File: src/design/kwi_pkg.sv
`timescale 1ns / 1ps
`default_nettype none

package kwi_pkg;

	// Table geometry.
	localparam int TRACKS         = 16;
	localparam int KEYS_PER_TRACK = 256;

	// Field widths fixed by the interface.
	localparam int TRACK_W  = 4;
	localparam int SLOT_W   = 8;
	localparam int FRAME_W  = 32;
	localparam int WEIGHT_W = 16;
	localparam int STATUS_W = 2;

	// A key count reaches one more than the largest slot number.
	localparam int CNT_W     = SLOT_W + 1;
	localparam int ADDR_W    = $clog2(TRACKS * KEYS_PER_TRACK);
	localparam int TRK_IDX_W = (TRACKS > 1) ? $clog2(TRACKS) : 1;

	// The quotient never exceeds the weight difference, so one quotient bit
	// per weight bit suffices.
	localparam int DIV_STEPS = WEIGHT_W;
	localparam int DIV_CNT_W = $clog2(DIV_STEPS);
	localparam int PROD_W    = FRAME_W + WEIGHT_W;
	localparam int SUM_W     = WEIGHT_W + 2;

	localparam logic KIND_WRITE = 1'b0;
	localparam logic KIND_QUERY = 1'b1;

	localparam logic [STATUS_W-1:0] STATUS_OK        = 2'd0;
	localparam logic [STATUS_W-1:0] STATUS_EMPTY     = 2'd1;
	localparam logic [STATUS_W-1:0] STATUS_WRITE_ACK = 2'd2;

	typedef enum logic [3:0] {
		S_IDLE,
		S_DECODE,
		S_SEARCH,
		S_COMPARE,
		S_SELECT,
		S_SINGLE,
		S_FETCH0,
		S_FETCH1,
		S_PREP,
		S_SATURATE,
		S_MULTIPLY,
		S_DIVIDE,
		S_FINISH,
		S_DONE
	} state_t;

	typedef enum logic [2:0] {
		RES_NONE,
		RES_WRITE_ACK,
		RES_EMPTY,
		RES_KEY_WEIGHT,
		RES_W0,
		RES_INTERP
	} res_sel_t;

	typedef struct packed {
		logic     capture;
		logic     wr_en;
		logic     srch_init;
		logic     srch_read;
		logic     srch_step;
		logic     rd_found;
		logic     rd_next;
		logic     take_k0;
		logic     take_k1;
		logic     prep;
		logic     saturate;
		logic     multiply;
		logic     div_step;
		res_sel_t res_sel;
		logic     out_load;
	} ctl_cmd_t;

	typedef struct packed {
		logic is_write;
		logic empty;
		logic srch_open;
		logic found_edge;
		logic unordered;
		logic div_done;
		logic out_free;
	} ctl_status_t;

endpackage

`default_nettype wire

File: src/design/kwi_ctrl.sv
`timescale 1ns / 1ps
`default_nettype none

module kwi_ctrl (
	input  wire logic                 clk,
	input  wire logic                 arst_n,
	input  wire logic                 in_valid,
	output logic                      in_stall,
	input  wire kwi_pkg::ctl_status_t sts,
	output kwi_pkg::ctl_cmd_t         cmd
);

	import kwi_pkg::*;

	state_t state_q, state_d;

	always_ff @(posedge clk or negedge arst_n) begin
		if (!arst_n) begin
			state_q <= S_IDLE;
		end else begin
			state_q <= state_d;
		end
	end

	always_comb begin
		state_d = state_q;
		case (state_q)
			S_IDLE: begin
				if (in_valid) begin
					state_d = S_DECODE;
				end
			end
			S_DECODE: begin
				if (sts.is_write || sts.empty) begin
					state_d = S_DONE;
				end else begin
					state_d = S_SEARCH;
				end
			end
			S_SEARCH:   state_d = sts.srch_open ? S_COMPARE : S_SELECT;
			S_COMPARE:  state_d = S_SEARCH;
			S_SELECT:   state_d = sts.found_edge ? S_SINGLE : S_FETCH0;
			S_SINGLE:   state_d = S_DONE;
			S_FETCH0:   state_d = S_FETCH1;
			S_FETCH1:   state_d = S_PREP;
			S_PREP:     state_d = S_SATURATE;
			S_SATURATE: state_d = sts.unordered ? S_DONE : S_MULTIPLY;
			S_MULTIPLY: state_d = S_DIVIDE;
			S_DIVIDE: begin
				if (sts.div_done) begin
					state_d = S_FINISH;
				end
			end
			S_FINISH:   state_d = S_DONE;
			S_DONE: begin
				if (sts.out_free) begin
					state_d = S_IDLE;
				end
			end
			default:    state_d = S_IDLE;
		endcase
	end

	always_comb begin
		cmd         = '0;
		cmd.res_sel = RES_NONE;
		in_stall    = 1'b1;
		case (state_q)
			S_IDLE: begin
				in_stall    = 1'b0;
				cmd.capture = in_valid;
			end
			S_DECODE: begin
				if (sts.is_write) begin
					cmd.wr_en   = 1'b1;
					cmd.res_sel = RES_WRITE_ACK;
				end else if (sts.empty) begin
					cmd.res_sel = RES_EMPTY;
				end else begin
					cmd.srch_init = 1'b1;
				end
			end
			S_SEARCH:  cmd.srch_read = sts.srch_open;
			S_COMPARE: cmd.srch_step = 1'b1;
			S_SELECT:  cmd.rd_found  = 1'b1;
			S_SINGLE:  cmd.res_sel   = RES_KEY_WEIGHT;
			S_FETCH0: begin
				cmd.take_k0 = 1'b1;
				cmd.rd_next = 1'b1;
			end
			S_FETCH1:  cmd.take_k1 = 1'b1;
			S_PREP:    cmd.prep    = 1'b1;
			S_SATURATE: begin
				if (sts.unordered) begin
					cmd.res_sel = RES_W0;
				end else begin
					cmd.saturate = 1'b1;
				end
			end
			S_MULTIPLY: cmd.multiply = 1'b1;
			S_DIVIDE:   cmd.div_step = 1'b1;
			S_FINISH:   cmd.res_sel  = RES_INTERP;
			S_DONE:     cmd.out_load = sts.out_free;
			default: begin
				cmd = '0;
			end
		endcase
	end

endmodule

`default_nettype wire

File: config.mk
export PLATFORM = sky130hd
export DESIGN_NAME = kwi_ctrl
export DESIGN_NICKNAME = d
export VERILOG_FILES = /design/src/design/kwi_pkg.sv /design/src/design/kwi_ctrl.sv
export SDC_FILE = /design/constraint.sdc
export NUM_CORES = 1
export LEC_CHECK = 0
export BUFFER_PORTS_ARGS = -buffer_cell sky130_fd_sc_hd__buf_4
export CAP_MARGIN = 10
export CORE_MARGIN = 2
export CORE_UTILIZATION = 39
export DETAILED_ROUTE_END_ITERATION = 12
export GPL_TIMING_DRIVEN = 0
export PLACE_DENSITY_LB_ADDON = 0.15
export SYNTH_ARGS = -nofsm -noshare
export SYNTH_HDL_FRONTEND = slang
export SYNTH_SLANG_ARGS = --single-unit
File: constraint.sdc
create_clock -name clk -period 1.4 [get_ports clk]
set_input_delay 0.14 -clock clk [delete_from_list [all_inputs] [get_ports clk]]
set_output_delay 0.14 -clock clk [all_outputs]
set_load 0.02 [all_outputs]
==> flow_summary.toml, run 1 <==
[synth]
yosysWarnings = 0
synth-seq-area-share_pct = 18.7
synth_ff_type = "dfrtp_1"
synth-edff-count = 0
syn_avg_cell_area_um2 = 6.61
syn-num-nets = 91
syn-cell-area_um2 = 536
netlist_instances = 81
synth.distinct_cells = 32
ys_ff_latch = 4
postSynth.asyncResetShare_pct = 100

[placed_design]
hpwl_um = 1240
routabilityCongestion = 0.870
placed_area_um2 = 771
preCtsSetupSlack_ps = -80.2
io_buffers = 27

[global_routing]
grt_max_degree = 11

[die]
row_count = 13
start_util_pct = 41.7
ios = 28
die_w_um = 41.1
fp.dieH_um = 41.1

[clock_network]
cts_sinks = 4
numCtsBuffers = 3
cts_root_buffer = "clkbuf_4"
clk_path_buf_depth = 2
h-tree-depth = 1

[outcome]
firstError = "[ERROR DPL-0038] Utilization greater than 100%, impossible to legalize"
status = "aborted with a tool error"
stop_stage = "5_1_grt"

[sta]
grt_repair_worst_endpoint = "cmd[14]"
worstEpCategory = "primary output"
kinds of logic after synthesis:
family          synth area share [%]
simple gates                    42.5
compound gates                  26.4
buf+inv                         10.5
flops                           18.7
mux                             1.87
repair_timing:
action                                 CTS
pin swaps                                7
hold buffers                             1
setup buffers                           12
resized for setup                       45
setup endpoints to repair               20
endpoints found under the hold margin    4
cells in the mapped netlist, types with 2 or more instances:
master	count	area, µm²
o21ai_0	2	10.0
a21oi_1	7	35.0
buf_4	2	15.0
dfrtp_1	4	100
nor2b_1	2	12.5
nand2_1	9	33.8
nor2_1	14	52.6
nand2b_1	5	31.3
a31oi_1	3	18.8
buf_2	3	15.0
nor3_1	8	40.0
inv_1	2	7.51
metrics by stage:
stage | instances | setup TNS [ps] | hold slack [ps]
2_1_floorplan | 81 | -14.3 | -156
3_3_place_gp | 123 | -161 | -63.9
3_5_place_dp | 123 | -275 | -60.8
4_1_cts | 138 | -927 | 212
==> run 2, diff against run 1 <==
--- a/config.mk
+++ b/config.mk
@@ -7,9 +7,9 @@
 export LEC_CHECK = 0
 export BUFFER_PORTS_ARGS = -buffer_cell sky130_fd_sc_hd__buf_4
 export CAP_MARGIN = 10
-export CORE_MARGIN = 2
-export CORE_UTILIZATION = 39
+export CORE_AREA = 2 2 63 65
 export DETAILED_ROUTE_END_ITERATION = 12
+export DIE_AREA = 0 0 65 67
 export GPL_TIMING_DRIVEN = 0
 export PLACE_DENSITY_LB_ADDON = 0.15
 export SYNTH_ARGS = -nofsm -noshare
==> constraint.sdc (replaced) <==
create_clock -name clk -period 1.8 [get_ports clk]
set_input_delay 0.18 -clock clk [delete_from_list [all_inputs] [get_ports clk]]
set_output_delay 0.18 -clock clk [all_outputs]
set_load 0.02 [all_outputs]
==> flow_summary.toml, run 2 <==
[layout]
final_net_count = 125
layout_common_cells = "30 x buf_4, 14 x nor2_1, 9 x nand2_1"
regMostFlops = "state_q"
fillers = 411
area_delta_synth_final_pct = 62.4
top_regs = "state_q x4"
finalInstanceArea_um2 = 870
antennaDiodeCount = 0
final_common_cell = "buf_4"
drive_gt1_share_pct = 38.9
largest_reg_flops = 4

[setup_path]
cpMaxStageDelayCell = "dfrtp_1"
cp_cell_sequence = "buf_2, or2_4, nor4_4, buf_4"
cp.arrival_ps = 1580
rr_startpoint = "state_q[2]$_DFFE_PN0P_"
cp_top_family = "simple AND/OR/NAND/NOR gates"
path_max_fanout = 10
slowest_delay_ps = 390
worst_ep_required_time_ps = 1620
worstSetupPathType = "reg2out"
cp-start-kind = "flop"
crit_buf_inv = 2
end_kind = "output port"
crit_start = "state_q[2]$_DFFE_PN0P_"
worst-r2r-setup-slack_ps = 290

[routing]
wl_um = 1930
routed-via-count = 701
ant_nets = 0
vias_per_cell = 4.35
routedWlPerCell_um = 12.0
drtIter0Drc = 23
drt_pass1_iterations = 4
drc = 0

[synth]
synth-edff-count = 0
yosysWarnings = 0
synth_compound_area_share_pct = 26.4
synth_top_area_share_pct = 18.7
synth_adder_area_share_pct = 0
netlist_instances = 81
synth_ff_type = "dfrtp_1"
syn-cell-area_um2 = 536
synth_simple_gate_area_share_pct = 42.5
ys_ff_latch = 4
synth.distinct_cells = 32
yosysMostFrequentCell = "nor2_1"
synth_area_leaders = "dfrtp_1 19%, nor2_1 9.8%, nor3_1 7.5%, a21oi_1 6.5%, nand2_1 6.3%"
synth-seq-area-share_pct = 18.7
synth_top_area_cell = "dfrtp_1"
synth.area.mux_share_pct = 1.87
syn-num-nets = 91
syn_avg_cell_area_um2 = 6.61
postSynth.asyncResetShare_pct = 100
synth_xor_area_share_pct = 0
synth_top_family_by_area = "simple AND/OR/NAND/NOR gates"
synth_common_cells = "14 x nor2_1, 9 x nand2_1, 8 x nor3_1"

[sta]
finalSetupTns_ps = 0
rsz0062_at_grt = "true"
finalSetupViolations = 0
tightest_slew_ps = 367
whs_ps = 282
post-route-period-util_pct = 97.5
max_freq_mhz = 570
fin_skew_ps = 0.221
max_slew_margin_pct = 75.3
finalMaxSlewViolations = 0
hold_viol = 0
post-route-min-period_ps = 1760

[die]
die_w_um = 65
ios = 28
coreArea_um2 = 3610
start_util_pct = 14.9
die-area_um2 = 4360
row_count = 22
fp.dieH_um = 67

[flow_run]
max-cap-violations = 0

[clock_network]
cts_root_buffer = "clkbuf_8"
clk_path_buf_depth = 2
cts_tree = "built"
clkTransAtPathRegs_ps = 30
cts_sinks = 4
h-tree-depth = 1
numCtsBuffers = 3
clock_latency_ps = 210

[global_routing]
antenna_found_initial = 0
track_usage_pct = 8.80
grt_overflow_total = 0
grt_max_degree = 11
grt_pass1_wl_um = 3020
first_global_vias = 666

[power_and_ir_drop]
power_leakage_nw = 0.400
power_density_nw_per_um2 = 1670
power.total_mw = 1.45
vdd_drop_max_uv = 340

[placed_design]
hpwl_um = 1500
placed_area_um2 = 798
io_buffers = 27
routabilityCongestion = 0.760

[worst_hold_path]
min_from = "in_valid"
hold_class = "in2reg"

[outcome]
status = "finished clean"
## run 2: per-stage QoR
stage          setup WS [ps]  std cells  utilization, %
3_3_place_gp             196        156            22.1
5_1_grt                -44.9        161            24.1
3_5_place_dp             223        156            22.1
2_1_floorplan            262         81               -
4_1_cts                 34.8        160            23.8
6_report                44.7        161            24.1
## run 2: final timing paths
kind | end | depth (start not counted)
max | cmd[14] | 4
min reg2reg | state_q[1]$_DFFE_PN0P_ | 4
max reg2reg | state_q[1]$_DFFE_PN0P_ | 6
min in group asynchronous | state_q[2]$_DFFE_PN0P_ | 2
min | state_q[0]$_DFFE_PN0P_ | 3
max in group asynchronous | state_q[1]$_DFFE_PN0P_ | 2
## run 2: kinds of logic after synthesis
logic type      Yosys count
flops                     4
buf+inv                  10
mux                       1
simple gates             45
compound gates           21
## run 2: metal layers
metal	GRT usage [%]	up-vias	routed length, µm	share of wire (%)
met5	0	-	0	0
li1	-	351	-	-
met1	10.9	320	812	42
met3	2.20	2	151	7.8
met2	14.4	28	939	49
met4	3.72	0	28	1.4
## run 2: power breakdown
group / internal (mW) / switching (mW) / total [mW] / leakage [nW]
Sequential: 0.137 / 0.0354 / 0.172 / 0.0478
Combinational: 0.433 / 0.661 / 1.09 / 0.331
Clock: 0.142 / 0.0423 / 0.184 / 0.0216
## run 2: what timing repair did
item,CTS,global route
hold buffers,1,0
hold endpoints to repair,4,0
endpoints found under the setup margin,1,5
pin swaps,0,1
gates resized for setup,1,3
buffers inserted,0,1
## run 2: final cells by class
class                           instances  area [µm²]  share of cell area, %
Multi-Input combinational cell         67         390                   44.9
Inverter                                3        11.3                   1.29
Tap cell                               48        60.1                   6.91
Sequential cell                         4         100                   11.5
Clock buffer                            3        41.3                   4.75
Buffer                                  7        46.3                   5.32
Timing Repair Buffer                   29         220                   25.3
## run 2: worst reg2reg max path, stage by stage (launching register included)
cell	delay [ps]
dfrtp_1	390
buf_2	190
or2_4	290
nor4_4	300
buf_4	150
a31oi_1	30
nand2_1	90
No activity file was read; power rests on OpenSTA's default activity.
